$ cat config.mk
export PLATFORM = sky130hd
export DESIGN_NAME = nmea_sentence_parser_flat
export DESIGN_NICKNAME = d
export VERILOG_FILES = /design/src/nsp_pkg.sv /design/src/nsp_ifs.sv /design/src/nmea_sentence_parser.sv /design/src/nsp_step.sv /design/src/nsp_skid.sv /design/src/flat_wrapper.sv
export SDC_FILE = /design/constraint.sdc
export NUM_CORES = 1
export LEC_CHECK = 0
export ABC_AREA = 0
export CAP_MARGIN = 25
export CORE_MARGIN = 1.5
export CORE_UTILIZATION = 41
export DETAILED_ROUTE_END_ITERATION = 10
export DONT_BUFFER_PORTS = 1
export PLACE_DENSITY = 0.56
export SYNTH_ARGS = -nofsm -noshare
export SYNTH_HDL_FRONTEND = slang
export SYNTH_HIERARCHICAL = 1
export SYNTH_SLANG_ARGS = --single-unit
$ cat constraint.sdc
create_clock -name clk -period 5.85 [get_ports clk]
set_input_delay 1.17 -clock clk [delete_from_list [all_inputs] [get_ports clk]]
set_output_delay 1.17 -clock clk [all_outputs]
set_load 0.01 [all_outputs]
$ cat src/nsp_pkg.sv
// Shared types, codes and character constants for the NMEA sentence parser.
package nsp_pkg;

  localparam logic [7:0] CH_DOLLAR = 8'h24;
  localparam logic [7:0] CH_BANG   = 8'h21;
  localparam logic [7:0] CH_STAR   = 8'h2A;
  localparam logic [7:0] CH_COMMA  = 8'h2C;
  localparam logic [7:0] CH_NUL    = 8'h00;
  localparam logic [7:0] CH_NINE   = 8'd57;
  localparam logic [7:0] CH_ZERO   = 8'd48;
  localparam logic [7:0] HEX_ALPHA_OFS = 8'd55;

  typedef enum logic [2:0] {
    PH_IDLE   = 3'd0,
    PH_SENDER = 3'd1,
    PH_CODE   = 3'd2,
    PH_FIELDS = 3'd3,
    PH_HEXHI  = 3'd4,
    PH_HEXLO  = 3'd5
  } phase_t;

  typedef enum logic [2:0] {
    KIND_IGNORED = 3'd0,
    KIND_PREFIX  = 3'd1,
    KIND_SENDER  = 3'd2,
    KIND_CODE    = 3'd3,
    KIND_CONTENT = 3'd4,
    KIND_SEP     = 3'd5
  } kind_t;

  typedef enum logic [2:0] {
    ERR_NONE       = 3'd0,
    ERR_BAD_PREFIX = 3'd1,
    ERR_END_SENDER = 3'd2,
    ERR_NO_COMMA   = 3'd3,
    ERR_NO_STAR    = 3'd4,
    ERR_CHECKSUM   = 3'd5,
    ERR_TOO_MANY   = 3'd6
  } err_t;

  typedef struct packed {
    logic [7:0] out_byte;
    kind_t      byte_kind;
    logic [5:0] field_index;
    logic [5:0] field_total;
    logic       sentence_done;
    logic       sentence_valid;
    err_t       error_code;
    logic [7:0] running_checksum;
  } out_word_t;

  // unvalidated hex digit decode, 8-bit wrap
  function automatic logic [7:0] digit_value(input logic [7:0] b);
    return (b <= CH_NINE) ? 8'(b - CH_ZERO) : 8'(b - HEX_ALPHA_OFS);
  endfunction

endpackage

$ cat src/nsp_ifs.sv
// Valid/ready channel interfaces for sentence bytes in and parse results out.
interface nsp_in_if;
  logic       valid;
  logic       ready;
  logic [7:0] char_in;
  logic       new_sentence;

  modport source (output valid, output char_in, output new_sentence, input ready);
  modport sink (input valid, input char_in, input new_sentence, output ready);
endinterface

interface nsp_out_if;
  logic       valid;
  logic       ready;
  logic [7:0] out_byte;
  logic [2:0] byte_kind;
  logic [5:0] field_index;
  logic [5:0] field_total;
  logic       sentence_done;
  logic       sentence_valid;
  logic [2:0] error_code;
  logic [7:0] running_checksum;

  modport source (
    output valid, input ready,
    output out_byte, output byte_kind, output field_index, output field_total,
    output sentence_done, output sentence_valid, output error_code,
    output running_checksum
  );
  modport sink (
    input valid, output ready,
    input out_byte, input byte_kind, input field_index, input field_total,
    input sentence_done, input sentence_valid, input error_code,
    input running_checksum
  );
endinterface

$ cat src/nmea_sentence_parser.sv
// Top level of the NMEA 0183 sentence parser with XOR checksum check.
//
//  channel | dir | handshake   | word
//  in_ch   | in  | valid/ready | char_in[7:0], new_sentence
//  out_ch  | out | valid/ready | out_byte, byte_kind, field_index, field_total,
//          |     |             | sentence_done, sentence_valid, error_code,
//          |     |             | running_checksum
//
// One input word per cycle while in_ch.ready is high; each result word is
// registered in output or skid register; parser state and XOR update on fire.
// Synchronous active-low reset returns the parser to idle with zero totals.
// A two-entry output stage (register plus skid) keeps in_ch.ready high when
// the output first stalls; ready drops only while the skid entry is occupied.
module nmea_sentence_parser import nsp_pkg::*; #(
  parameter int MSG_LEN    = 128,
  parameter int MAX_FIELDS = 32
) (
  input  logic      clk,
  input  logic      rst_n,
  nsp_in_if.sink    in_ch,
  nsp_out_if.source out_ch
);

  logic      in_fire;
  out_word_t step_word;
  out_word_t res_word;

  assign in_fire = in_ch.valid && in_ch.ready;

  nsp_step #(
    .MSG_LEN    (MSG_LEN),
    .MAX_FIELDS (MAX_FIELDS)
  ) u_step (
    .clk          (clk),
    .rst_n        (rst_n),
    .fire         (in_fire),
    .char_in      (in_ch.char_in),
    .new_sentence (in_ch.new_sentence),
    .word         (step_word)
  );

  nsp_skid u_skid (
    .clk       (clk),
    .rst_n     (rst_n),
    .in_valid  (in_ch.valid),
    .in_ready  (in_ch.ready),
    .in_word   (step_word),
    .out_valid (out_ch.valid),
    .out_ready (out_ch.ready),
    .out_word  (res_word)
  );

  assign out_ch.out_byte         = res_word.out_byte;
  assign out_ch.byte_kind        = res_word.byte_kind;
  assign out_ch.field_index      = res_word.field_index;
  assign out_ch.field_total      = res_word.field_total;
  assign out_ch.sentence_done    = res_word.sentence_done;
  assign out_ch.sentence_valid   = res_word.sentence_valid;
  assign out_ch.error_code       = res_word.error_code;
  assign out_ch.running_checksum = res_word.running_checksum;

endmodule

$ cat src/nsp_step.sv
// Per-byte parser state machine with XOR accumulator and result word decode.
module nsp_step import nsp_pkg::*; #(
  parameter int MSG_LEN    = 128,
  parameter int MAX_FIELDS = 32
) (
  input  logic       clk,
  input  logic       rst_n,
  input  logic       fire,
  input  logic [7:0] char_in,
  input  logic       new_sentence,
  output out_word_t  word
);

  localparam int PW = $clog2(MSG_LEN + 1);
  localparam int FW = $clog2(MAX_FIELDS + 1);

  phase_t        phase_r,  phase_nxt;
  logic [7:0]    xor_r,    xor_nxt;
  logic [PW-1:0] pos_r,    pos_nxt;
  logic [FW-1:0] fields_r, fields_nxt;
  logic [1:0]    sender_r, sender_nxt;
  logic [7:0]    high_r,   high_nxt;
  err_t          err_c;

  logic          in_fields;
  logic [7:0]    dv;
  logic [FW-1:0] fidx_c;
  logic [FW-1:0] fields_show;
  logic [7:0]    xor_show;

  assign dv        = digit_value(char_in);
  assign in_fields = (phase_r == PH_FIELDS) || (phase_r == PH_CODE && char_in == CH_COMMA);

  // next state
  always_comb begin
    phase_nxt  = phase_r;
    xor_nxt    = xor_r;
    pos_nxt    = pos_r;
    fields_nxt = fields_r;
    sender_nxt = sender_r;
    high_nxt   = high_r;
    err_c      = ERR_NONE;
    if (new_sentence) begin
      xor_nxt    = '0;
      pos_nxt    = '0;
      fields_nxt = '0;
      sender_nxt = '0;
      high_nxt   = '0;
      if (char_in == CH_DOLLAR || char_in == CH_BANG) begin
        phase_nxt = PH_SENDER;
      end else begin
        phase_nxt = PH_IDLE;
        err_c     = ERR_BAD_PREFIX;
      end
    end else begin
      case (phase_r)
        PH_SENDER: begin
          if (char_in == CH_NUL) begin
            err_c = ERR_END_SENDER;
          end else begin
            xor_nxt    = xor_r ^ char_in;
            pos_nxt    = pos_r + PW'(1);
            sender_nxt = sender_r + 2'd1;
            if (sender_r != 2'd0) begin
              pos_nxt   = PW'(3);
              phase_nxt = PH_CODE;
            end
          end
        end
        PH_CODE: begin
          if (char_in == CH_COMMA) begin
            phase_nxt = PH_FIELDS;
          end else if (char_in == CH_NUL) begin
            err_c = (pos_r == PW'(3)) ? ERR_END_SENDER : ERR_NO_COMMA;
          end else if (pos_r >= PW'(MSG_LEN)) begin
            err_c = ERR_NO_COMMA;
          end else begin
            xor_nxt = xor_r ^ char_in;
            pos_nxt = pos_r + PW'(1);
          end
        end
        PH_HEXHI: begin
          if (char_in == CH_NUL) begin
            err_c = ERR_CHECKSUM;
          end else begin
            high_nxt  = {dv[3:0], 4'b0000};
            phase_nxt = PH_HEXLO;
          end
        end
        PH_HEXLO: begin
          if (char_in == CH_NUL || (high_r | dv) != xor_r) begin
            err_c = ERR_CHECKSUM;
          end else begin
            phase_nxt = PH_IDLE;
          end
        end
        default: begin
        end
      endcase

      if (in_fields) begin
        if (char_in == CH_STAR) begin
          phase_nxt = PH_HEXHI;
        end else if (char_in == CH_NUL || pos_r >= PW'(MSG_LEN)) begin
          err_c = ERR_NO_STAR;
        end else if (char_in == CH_COMMA) begin
          if (fields_r >= FW'(MAX_FIELDS)) begin
            err_c = ERR_TOO_MANY;
          end else begin
            xor_nxt    = xor_r ^ char_in;
            pos_nxt    = pos_r + PW'(1);
            fields_nxt = fields_r + FW'(1);
          end
        end else begin
          xor_nxt = xor_r ^ char_in;
          pos_nxt = pos_r + PW'(1);
        end
      end
    end

    if (err_c != ERR_NONE) begin
      phase_nxt  = PH_IDLE;
      xor_nxt    = '0;
      pos_nxt    = '0;
      fields_nxt = '0;
      sender_nxt = '0;
      high_nxt   = '0;
    end
  end

  // result word
  always_comb begin
    fidx_c      = (fields_r != '0) ? fields_r - FW'(1) : '0;
    fields_show = (err_c != ERR_NONE && !new_sentence) ? fields_r : fields_nxt;
    xor_show    = (err_c != ERR_NONE && !new_sentence) ? xor_r : xor_nxt;

    word                  = '0;
    word.out_byte         = char_in;
    word.byte_kind        = KIND_IGNORED;
    word.error_code       = err_c;
    word.field_total      = 6'(fields_show);
    word.running_checksum = xor_show;

    if (err_c != ERR_NONE) begin
      word.sentence_done = 1'b1;
    end else if (new_sentence) begin
      word.byte_kind = KIND_PREFIX;
    end else begin
      case (phase_r)
        PH_SENDER: word.byte_kind = KIND_SENDER;
        PH_CODE: begin
          word.byte_kind = (char_in == CH_COMMA) ? KIND_SEP : KIND_CODE;
        end
        PH_FIELDS: begin
          if (char_in == CH_COMMA) begin
            word.byte_kind   = KIND_SEP;
            word.field_index = 6'(fields_r);
          end else begin
            word.byte_kind   = (char_in == CH_STAR) ? KIND_SEP : KIND_CONTENT;
            word.field_index = 6'(fidx_c);
          end
        end
        PH_HEXLO: begin
          word.sentence_done  = 1'b1;
          word.sentence_valid = 1'b1;
        end
        default: begin
        end
      endcase
    end
  end

  always_ff @(posedge clk) begin
    if (!rst_n) begin
      phase_r  <= PH_IDLE;
      xor_r    <= '0;
      pos_r    <= '0;
      fields_r <= '0;
      sender_r <= '0;
      high_r   <= '0;
    end else if (fire) begin
      phase_r  <= phase_nxt;
      xor_r    <= xor_nxt;
      pos_r    <= pos_nxt;
      fields_r <= fields_nxt;
      sender_r <= sender_nxt;
      high_r   <= high_nxt;
    end
  end

  a_err_clears: assert property (@(posedge clk) disable iff (!rst_n)
    fire && err_c != ERR_NONE |=> phase_r == PH_IDLE && xor_r == '0 && pos_r == '0
                                   && fields_r == '0)
    else $error("state not cleared after error");

  a_valid_idles: assert property (@(posedge clk) disable iff (!rst_n)
    fire && word.sentence_valid |=> phase_r == PH_IDLE && fields_r == $past(fields_r))
    else $error("valid sentence did not return to idle with totals held");

  a_pos_bound: assert property (@(posedge clk) disable iff (!rst_n)
    int'(pos_r) <= MSG_LEN)
    else $error("position beyond length limit");

  a_fields_bound: assert property (@(posedge clk) disable iff (!rst_n)
    int'(fields_r) <= MAX_FIELDS)
    else $error("field count beyond limit");

endmodule

$ cat src/nsp_skid.sv
// Output register with skid stage between parser and result channel.
module nsp_skid import nsp_pkg::*; (
  input  logic      clk,
  input  logic      rst_n,
  input  logic      in_valid,
  output logic      in_ready,
  input  out_word_t in_word,
  output logic      out_valid,
  input  logic      out_ready,
  output out_word_t out_word
);

  logic      out_valid_r, out_valid_nxt;
  logic      skid_valid_r, skid_valid_nxt;
  out_word_t out_word_r, skid_word_r;
  logic      in_fire;

  assign in_ready  = !skid_valid_r;
  assign in_fire   = in_valid && in_ready;
  assign out_valid = out_valid_r;
  assign out_word  = out_word_r;

  always_comb begin
    out_valid_nxt  = out_valid_r;
    skid_valid_nxt = skid_valid_r;
    if (out_ready || !out_valid_r) begin
      if (skid_valid_r) begin
        out_valid_nxt  = 1'b1;
        skid_valid_nxt = 1'b0;
      end else begin
        out_valid_nxt = in_fire;
      end
    end else if (in_fire) begin
      skid_valid_nxt = 1'b1;
    end
  end

  always_ff @(posedge clk) begin
    if (!rst_n) begin
      out_valid_r  <= 1'b0;
      skid_valid_r <= 1'b0;
    end else begin
      out_valid_r  <= out_valid_nxt;
      skid_valid_r <= skid_valid_nxt;
    end
  end

  always_ff @(posedge clk) begin
    if (out_ready || !out_valid_r) begin
      out_word_r <= skid_valid_r ? skid_word_r : in_word;
    end else if (in_fire) begin
      skid_word_r <= in_word;
    end
  end

  a_skid_needs_out: assert property (@(posedge clk) disable iff (!rst_n)
    skid_valid_r |-> out_valid_r)
    else $error("skid word held with output empty");

  a_stall_fills_skid: assert property (@(posedge clk) disable iff (!rst_n)
    in_fire && out_valid_r && !out_ready |=> skid_valid_r && skid_word_r == $past(in_word))
    else $error("stalled word not captured in skid");

  a_skid_drains: assert property (@(posedge clk) disable iff (!rst_n)
    skid_valid_r && out_ready |=> !skid_valid_r && out_valid_r
                                  && out_word_r == $past(skid_word_r))
    else $error("skid word not moved to output");

endmodule
$ cat src/flat_wrapper.sv
// flat-port wrapper written by rule: the top's interface ports become plain ports
module nmea_sentence_parser_flat import nsp_pkg::*;
#(
  parameter int MSG_LEN    = 128,
  parameter int MAX_FIELDS = 32
)
  (clk, rst_n, in_ch_valid, in_ch_char_in, in_ch_new_sentence, in_ch_ready, out_ch_valid, out_ch_ready, out_ch_out_byte, out_ch_byte_kind, out_ch_field_index, out_ch_field_total, out_ch_sentence_done, out_ch_sentence_valid, out_ch_error_code, out_ch_running_checksum);
  nsp_in_if in_ch_i ();
  nsp_out_if out_ch_i ();
  input  logic clk;
  input  logic rst_n;
  input wire logic [$bits(in_ch_i.valid)-1:0] in_ch_valid;
  input wire logic [$bits(in_ch_i.char_in)-1:0] in_ch_char_in;
  input wire logic [$bits(in_ch_i.new_sentence)-1:0] in_ch_new_sentence;
  output wire logic [$bits(in_ch_i.ready)-1:0] in_ch_ready;
  output wire logic [$bits(out_ch_i.valid)-1:0] out_ch_valid;
  input wire logic [$bits(out_ch_i.ready)-1:0] out_ch_ready;
  output wire logic [$bits(out_ch_i.out_byte)-1:0] out_ch_out_byte;
  output wire logic [$bits(out_ch_i.byte_kind)-1:0] out_ch_byte_kind;
  output wire logic [$bits(out_ch_i.field_index)-1:0] out_ch_field_index;
  output wire logic [$bits(out_ch_i.field_total)-1:0] out_ch_field_total;
  output wire logic [$bits(out_ch_i.sentence_done)-1:0] out_ch_sentence_done;
  output wire logic [$bits(out_ch_i.sentence_valid)-1:0] out_ch_sentence_valid;
  output wire logic [$bits(out_ch_i.error_code)-1:0] out_ch_error_code;
  output wire logic [$bits(out_ch_i.running_checksum)-1:0] out_ch_running_checksum;
  assign in_ch_i.valid = in_ch_valid;
  assign in_ch_i.char_in = in_ch_char_in;
  assign in_ch_i.new_sentence = in_ch_new_sentence;
  assign in_ch_ready = in_ch_i.ready;
  assign out_ch_valid = out_ch_i.valid;
  assign out_ch_i.ready = out_ch_ready;
  assign out_ch_out_byte = out_ch_i.out_byte;
  assign out_ch_byte_kind = out_ch_i.byte_kind;
  assign out_ch_field_index = out_ch_i.field_index;
  assign out_ch_field_total = out_ch_i.field_total;
  assign out_ch_sentence_done = out_ch_i.sentence_done;
  assign out_ch_sentence_valid = out_ch_i.sentence_valid;
  assign out_ch_error_code = out_ch_i.error_code;
  assign out_ch_running_checksum = out_ch_i.running_checksum;
  nmea_sentence_parser #(.MSG_LEN(MSG_LEN), .MAX_FIELDS(MAX_FIELDS)) u_core (.clk(clk), .rst_n(rst_n), .in_ch(in_ch_i), .out_ch(out_ch_i));
endmodule
==> impl_metrics.yaml, run 1 <==
floorplanning:
  start_util_pct: 41.7
  ios: 51
  die_h_microns: 124
  core_area_sq_um: 14500
  rows: 44
  die_area_sq_um: 15500
  die_w_microns: 124
detailed_routing:
  drtPass1Iterations: 5
  route.detailed.drc: 0
  drt-wirelength-per-cell_microns: 19.5
  vias_per_cell: 6.18
  drtAntennaViolNets: 0
  first_iter_violations: 475
  vias: 4583
  wl_microns: 14400
cts:
  h-tree-depth: 3
  cts_buffers: 9
  cts_tree: "yes"
  cts_resized: 0
  clockBufferDepth: 2
  cts.reportedPaths.clkPinSlew_ns: 0.08
  cts.sinks: 105
  clock_latency_ns: 0.34
  cts_hold_buf: 0
  cts_setup_buffers: 0
  cts-root-buf: "clkbuf_16"
timing:
  drv_slew: 0
  fin_skew_ns: 0.0110
  hold_violations: 0
  finalCriticalPeriod_ns: 4.28
  worstMarginPinSlew_ns: 1.06
  setup_viol: 0
  post-route-period-util_pct: 73.2
  rsz0062_at_grt: "no"
  slew_headroom_pct: 28.9
  tns_ns: 0
  max_clock_freq_mhz: 234
critical_path:
  crit_start: "in_ch_char_in[0]"
  worstPathRequired_ns: 5.94
  reg2reg_depth: 8
  r2r-end: "u_core/u_skid/out_word[21]$_DFFE_PP_"
  critPathCapture: "u_core/u_skid/out_word[3]$_DFFE_PP_"
  cp-end-kind: "flip-flop"
  rrSetupSlack_ns: 2.50
  regToRegStartpoint: "u_core/u_step/phase_r[2]$_SDFFE_PN0P_"
  start_kind: "input pin"
  worstPathMaxFanout: 20
  crit_type: "in2reg"
  cp_data_arrival_time_ns: 4.37
logic_synthesis:
  synth_flop_cell: "edfxtp_1"
  synth_enable_flop_cells: 72
  avgSynthCellArea_sq_um: 10.3
  postSynth.asyncResetShare_pct: 0
  synth_cell_types: 76
  syn-cell-area_sq_um: 6040
  yosys_warnings: 6
  yosysSeqAreaShare_pct: 46.7
  ys_ff_latch: 105
  synth_fp_nets: 613
  synth_cells: 587
layout:
  fill_cells: 1370
  multi_input_area_sq_um: 2880
  seq_area_sq_um: 2820
  layout_commonest_cell: "edfxtp_1"
  final_cell_mix: "edfxtp_1 (72), nand2_1 (35), nor2_1 (33), a21oi_1 (33), dfxtp_1 (32)"
  area_growth_pct: 4.82
  diodes: 0
  drive_above_1_share_pct: 13.6
  nets: 579
worst_hold_path:
  hold_path_class: "reg2reg"
place:
  dp_hpwl_microns: 9880
  portBuffers: 0
  place_congestion: 0.913
grt:
  grtUsageTotal_pct: 18.7
  use_met2_pct: 27.5
  grt_pass1_wl_microns: 23600
  first_global_vias: 4298
  grt_overflow_total: 0
  grt_max_degree: 40
  use_met3_pct: 2.84
  antenna_found_initial: 0
  top_usage_layer: "met1"
  met1_usage_pct: 28.3
run:
  cap_violations: 0
power_and_ir_drop:
  max-vdd-ir-drop_mv: 0.133
  p_per_area_nw_per_um2: 241
  power_leakage_nw: 2.18
  total_power_mw: 1.53
run_status:
  status: "complete, no violations"
synthesized netlist by cell type (7+ instances only):
cell type  count  share of area (%)
edfxtp_1      72                 36
nand2_1       35                2.2
a21oi_1       33                2.7
dfxtp_1       33                 11
nor2_1        33                2.0
mux2_2        29                5.4
clkbuf_1      26                1.6
inv_1         25                1.6
nor3_1        24                2.0
o21ai_0       19                1.6
nand3_1       18                1.5
o211ai_1      14                1.7
ha_1          13                2.7
or3_1         13                1.3
nand2b_1      12                1.2
nand4_1       12                1.2
buf_2         10               0.83
xnor2_1       10                1.4
a31oi_1        9               0.93
and3_1         9               0.93
and2_1         8               0.83
buf_4          8               0.99
a32oi_1        7                1.0
mux2_4         7                1.7
per-layer routing:
metal / wire length, microns / vias up
met1: 6980 / 2259
met5: 0 / -
li1: - / 2156
met3: 757 / 12
met2: 6510 / 156
met4: 182 / 0
worst min path at each step:
stage               cells after the start                                 start  slack (ns)                              endpoint
finish                                  1  u_core/u_step/high_r[7]$_SDFFE_PN0P_        0.47  u_core/u_step/high_r[7]$_SDFFE_PN0P_
global route                            1  u_core/u_step/high_r[7]$_SDFFE_PN0P_        0.49  u_core/u_step/high_r[7]$_SDFFE_PN0P_
CTS                                     1  u_core/u_step/high_r[7]$_SDFFE_PN0P_        0.48  u_core/u_step/high_r[7]$_SDFFE_PN0P_
detailed placement                      1  u_core/u_step/high_r[7]$_SDFFE_PN0P_        0.46  u_core/u_step/high_r[7]$_SDFFE_PN0P_
global placement                        1  u_core/u_step/high_r[7]$_SDFFE_PN0P_        0.45  u_core/u_step/high_r[7]$_SDFFE_PN0P_
floorplan                               1  u_core/u_step/high_r[7]$_SDFFE_PN0P_        0.44  u_core/u_step/high_r[7]$_SDFFE_PN0P_
power by group:
part           total [mW]  internal (mW)  switching [mW]  leakage, nW
clock               0.581          0.296           0.285        0.129
combinational       0.107         0.0404          0.0668         1.05
sequential          0.837          0.816          0.0211         1.00
total                1.53           1.15           0.373         2.18
metrics by stage:
step	instance area [sq um]	setup WS, ns	util (%)	instances	hold WS, ns
3_5_place_dp	6050	1.23	41.8	726	0.457
6_report	6340	1.57	43.8	742	0.473
5_1_grt	6340	1.38	43.8	742	0.487
2_1_floorplan	6040	0.497	-	587	0.443
4_1_cts	6340	1.60	43.8	742	0.476
3_3_place_gp	6050	1.38	41.8	726	0.455
flip-flops by register name, indices dropped and copies added, names as in the netlist:
signal,count
u_core/u_step/phase_r,3
u_core/u_step/sender_r,2
u_core/u_skid/skid_valid_r,1
u_core/u_skid/out_word,36
u_core/u_step/xor_r,8
u_core/u_skid/skid_word_r,36
u_core/u_skid/out_valid,1
u_core/u_step/high_r,4
u_core/u_step/pos_r,8
u_core/u_step/fields_r,6
cell families after synthesis:
logic type	share of synthesized area, %
AND/OR/NAND/NOR	17.6
buffers and inverters	5.86
multiplexers	7.14
XOR/XNOR	2.32
adder cells (fa/ha/maj)	2.69
AO/OA/AOI/OAI	17.7
flip-flops	46.7
cell type report:
class / instances / area share (%)
clock buffers: 10 / 3.61
clock inverters: 6 / 0.849
inverters: 25 / 1.48
multi-input cells: 408 / 45.4
flip-flops and latches: 105 / 44.6
well taps: 184 / 3.63
repair buffers: 4 / 0.474
worst max-delay path, stage by stage:
cell and delay [ns]:
inv_1 0.04, ha_1 0.27, o21ba_2 0.26, o21a_1 0.25, o41ai_1 0.42, o2111ai_1 0.30, o31ai_4 0.88, a31oi_2 0.28
o2bb2ai_1 0.22, mux2_2 0.28
No activity file was read; power rests on OpenSTA's default activity.
==> inputs of run 2 (changes only) <==
- PLACE_DENSITY: 0.56 -> 0.58
- clock period: 5.85 -> 3.8 ns (I/O delays scaled with it)
==> impl_metrics.yaml, run 2 (same netlist as run 1, synthesis figures left out) <==
cts:
  cts.sinks: 105
  cts-root-buf: "clkbuf_16"
  cts_setup_buffers: 0
  clockBufferDepth: 2
  cts.reportedPaths.clkPinSlew_ns: 0.07
  clock_latency_ns: 0.36
  cts_buffers: 9
  cts_tree: "yes"
  cts_hold_buf: 0
  cts_resized: 0
  h-tree-depth: 3
timing:
  slew_headroom_pct: 33.3
  hold_violations: 0
  setup_ws_ns: 0.390
  fin_skew_ns: 0.00871
  tns_ns: 0
  finalCriticalPeriod_ns: 3.41
  max_clock_freq_mhz: 293
  worstMarginPinSlew_ns: 1.00
  rsz0062_at_grt: "no"
  setup_viol: 0
  drv_slew: 0
  finalHoldWorstSlack_ns: 0.482
  post-route-period-util_pct: 89.7
layout:
  final_cells: 758
  nets: 595
  diodes: 0
  drive_above_1_share_pct: 16.0
  fin_util_pct: 44.8
  area_growth_pct: 7.24
  final_cell_mix: "edfxtp_1 (72), nand2_1 (35), nor2_1 (33), a21oi_1 (33), dfxtp_1 (32)"
  layout_commonest_cell: "edfxtp_1"
critical_path:
  start_kind: "input pin"
  cp-end-kind: "flip-flop"
  cp_data_arrival_time_ns: 3.68
  crit_type: "in2reg"
  worstPathMaxFanout: 12
  worstPathRequired_ns: 4.07
run:
  cap_violations: 0
worst_hold_path:
  hold_path_class: "reg2reg"
detailed_routing:
  vias: 4632
  drtPass1Iterations: 5
  first_iter_violations: 447
  drtAntennaViolNets: 0
  drt-wirelength-per-cell_microns: 19.5
  route.detailed.drc: 0
  wl_microns: 14800
  vias_per_cell: 6.11
floorplanning:
  ios: 51
  die_w_microns: 124
  start_util_pct: 41.7
  core_area_sq_um: 14500
  die_area_sq_um: 15500
  rows: 44
  die_h_microns: 124
grt:
  grtUsageTotal_pct: 18.9
  antenna_found_initial: 0
  first_global_vias: 4367
  grt_overflow_total: 0
  grt_pass1_wl_microns: 23500
  grt_max_degree: 39
run_status:
  status: "complete, no violations"
power_and_ir_drop:
  power_leakage_nw: 2.27
  max-vdd-ir-drop_mv: 0.230
  p_per_area_nw_per_um2: 375
place:
  pre_cts_ws_ns: 0.0841
  place_congestion: 0.921
  dp_hpwl_microns: 10300
  dp.cells: 742
  portBuffers: 0
## run 2: worst max-delay path, cell delays in order
cell and delay [ns]:
inv_1 0.04, ha_1 0.20, o21ba_2 0.24, o21a_1 0.24, or4b_1 0.54, and4_4 0.20
o31ai_4 0.50, buf_4 0.29, nand3_1 0.37, o21ai_0 0.29
## run 2: layer usage
layer	global-route usage, %	vias up	wire length (microns)
met5	0	-	0
met1	27.1	2234	6970
met2	27.6	183	6490
li1	-	2188	-
met3	3.69	27	923
met4	8.32	0	391
## run 2: stage by stage
step	cell area (sq um)	power (mW)
floorplan	6050	1.46
global placement	6180	1.48
detailed placement	6180	1.49
CTS	6480	2.45
global route	6480	2.51
finish	6480	2.43
## run 2: power by group
group          internal [mW]  switching [mW]
logic                 0.0688           0.109
clock network          0.521           0.448
registers               1.26          0.0293
## run 2: cell type report
type / count / area, sq um
Tap cell: 184 / 230
Clock inverter: 6 / 73.8
Inverter: 25 / 93.8
Clock buffer: 10 / 229
Multi-Input combinational cell: 408 / 2880
Timing Repair Buffer: 20 / 150
Fill cell: 1322 / 8000
Sequential cell: 105 / 2820
## run 2: final timing paths
kind / depth (start not counted) / to / slack (ns) / from
worst min-delay path: 1 / u_core/u_step/high_r[7]$_SDFFE_PN0P_ / 0.48 / u_core/u_step/high_r[7]$_SDFFE_PN0P_
worst max-delay path: 10 / u_core/u_step/xor_r[2]$_SDFFE_PN0P_ / 0.39 / in_ch_char_in[1]
worst min register to register: 1 / u_core/u_step/high_r[7]$_SDFFE_PN0P_ / 0.48 / u_core/u_step/high_r[7]$_SDFFE_PN0P_
worst max register to register: 8 / u_core/u_skid/out_word[4]$_DFFE_PP_ / 0.72 / u_core/u_step/phase_r[1]$_SDFFE_PN0P_
==> inputs of run 3 (changes only) <==
--- a/config.mk
+++ b/config.mk
@@ -8,6 +8,8 @@
 export ABC_AREA = 0
 export CAP_MARGIN = 25
+export CORE_ASPECT_RATIO = 0.6
 export CORE_MARGIN = 1.5
 export CORE_UTILIZATION = 41
+export CTS_CLUSTER_SIZE = 14
 export DETAILED_ROUTE_END_ITERATION = 10
 export DONT_BUFFER_PORTS = 1
==> constraint.sdc (replaced) <==
create_clock -name clk -period 3.8 [get_ports clk]
set_input_delay 0.76 -clock clk [delete_from_list [all_inputs] [get_ports clk]]
set_output_delay 0.76 -clock clk [all_outputs]
set_load 0.02 [all_outputs]
==> impl_metrics.yaml, run 3 (same netlist as run 1, synthesis figures left out) <==
layout:
  drive_above_1_share_pct: 16.3
  final_cell_mix: "edfxtp_1 (72), nand2_1 (35), nor2_1 (33), a21oi_1 (33), dfxtp_1 (32)"
  layout_commonest_cell: "edfxtp_1"
  fin_util_pct: 45.1
  fin_area_sq_um: 6530
  area_growth_pct: 8.03
  nets: 596
  diodes: 0
  final_cells: 773
detailed_routing:
  drt-wirelength-per-cell_microns: 20.6
  route.detailed.drc: 0
  vias: 4706
  wl_microns: 15900
  drtPass1Iterations: 5
  vias_per_cell: 6.09
  drtAntennaViolNets: 0
  first_iter_violations: 484
cts:
  cts_buffers: 9
  cts.sinks: 105
  cts.reportedPaths.clkPinSlew_ns: 0.08
  cts_resized: 0
  cts_hold_buf: 0
  cts-root-buf: "clkbuf_16"
  cts_setup_buffers: 0
  h-tree-depth: 3
  clock_latency_ns: 0.35
  cts_tree: "yes"
  clockBufferDepth: 2
grt:
  grt_overflow_total: 0
  antenna_found_initial: 0
  grt_max_degree: 39
  grt_pass1_wl_microns: 24600
  grtUsageTotal_pct: 20.5
  first_global_vias: 4292
timing:
  finalCriticalPeriod_ns: 3.45
  setup_viol: 0
  tns_ns: 0
  worstMarginPinSlew_ns: 0.951
  slew_headroom_pct: 35.8
  max_clock_freq_mhz: 290
  hold_violations: 0
  fin_skew_ns: 0.00705
  drv_slew: 0
  rsz0062_at_grt: "no"
  finalHoldWorstSlack_ns: 0.485
  post-route-period-util_pct: 90.7
  setup_ws_ns: 0.352
floorplanning:
  ios: 51
  start_util_pct: 41.8
  die_area_sq_um: 15500
  rows: 34
  die_h_microns: 97.1
  core_area_sq_um: 14500
  die_w_microns: 160
power_and_ir_drop:
  total_power_mw: 2.45
  p_per_area_nw_per_um2: 376
  power_leakage_nw: 2.29
  max-vdd-ir-drop_mv: 0.302
critical_path:
  rrSetupSlack_ns: 0.82
  cp-end-kind: "flip-flop"
  cp_data_arrival_time_ns: 3.55
  crit_type: "in2reg"
  start_kind: "input pin"
  worstPathRequired_ns: 3.90
  worstPathMaxFanout: 11
place:
  portBuffers: 0
  pre_cts_ws_ns: 0.0662
  place_congestion: 0.896
  place_area_sq_um: 6210
  dp_hpwl_microns: 11100
  dp.cells: 756
run:
  cap_violations: 0
run_status:
  status: "complete, no violations"
worst_hold_path:
  hold_path_class: "reg2reg"
## run 3: cell types whose count changed in the layout (fill, tap and decap cells not counted)
cell / delta
buf_8: +1
clkinv_4: +1
bufinv_16: -1
clkbuf_1: -1
inv_8: +1
buf_12: +1
buf_4: -1
clkinv_8: +1
inv_12: +1
clkinvlp_4: -1
inv_6: -1
## run 3: worst paths after layout
check                                                           start                                    to  cells past startpoint
worst min register to register   u_core/u_step/high_r[7]$_SDFFE_PN0P_  u_core/u_step/high_r[7]$_SDFFE_PN0P_                      1
worst max-delay path                                 in_ch_char_in[4]   u_core/u_skid/out_word[5]$_DFFE_PP_                     10
worst min-delay path             u_core/u_step/high_r[7]$_SDFFE_PN0P_  u_core/u_step/high_r[7]$_SDFFE_PN0P_                      1
worst max register to register  u_core/u_step/phase_r[0]$_SDFFE_PN0P_   u_core/u_skid/out_word[1]$_DFFE_PP_                      8
## run 3: cell type report
class / count / area [sq um]
fill: 1352 / 7930
multi-input combinational: 408 / 2880
sequential: 105 / 2820
tap: 198 / 248
clock buffer: 9 / 225
timing repair buffer: 21 / 178
inverter: 25 / 93.8
clock inverter: 7 / 80.1
## run 3: where the power goes
part           total [mW]  internal (mW)  leakage [nW]  switching [mW]
sequential           1.31           1.26          1.00          0.0492
clock               0.960          0.473         0.146           0.487
combinational       0.187         0.0711          1.14           0.116
## run 3: worst max-delay path, cell delays in order
cell       delay, ns
inv_1           0.15
ha_1            0.17
nor3b_1         0.47
a31oi_1         0.31
o221a_2         0.24
buf_4           0.18
or2_2           0.29
a2bb2oi_1       0.46
o2bb2ai_1       0.22
mux2_2          0.29
## run 3: per-layer routing
layer	global-route usage [%]	wire, microns	part of all wire (%)	vias up
li1	-	-	-	2188
met5	0	0	0	-
met3	5.29	1300	8.2	13
met2	26.7	6190	39	218
met1	33.1	8300	52	2287
met4	3.99	119	0.75	0
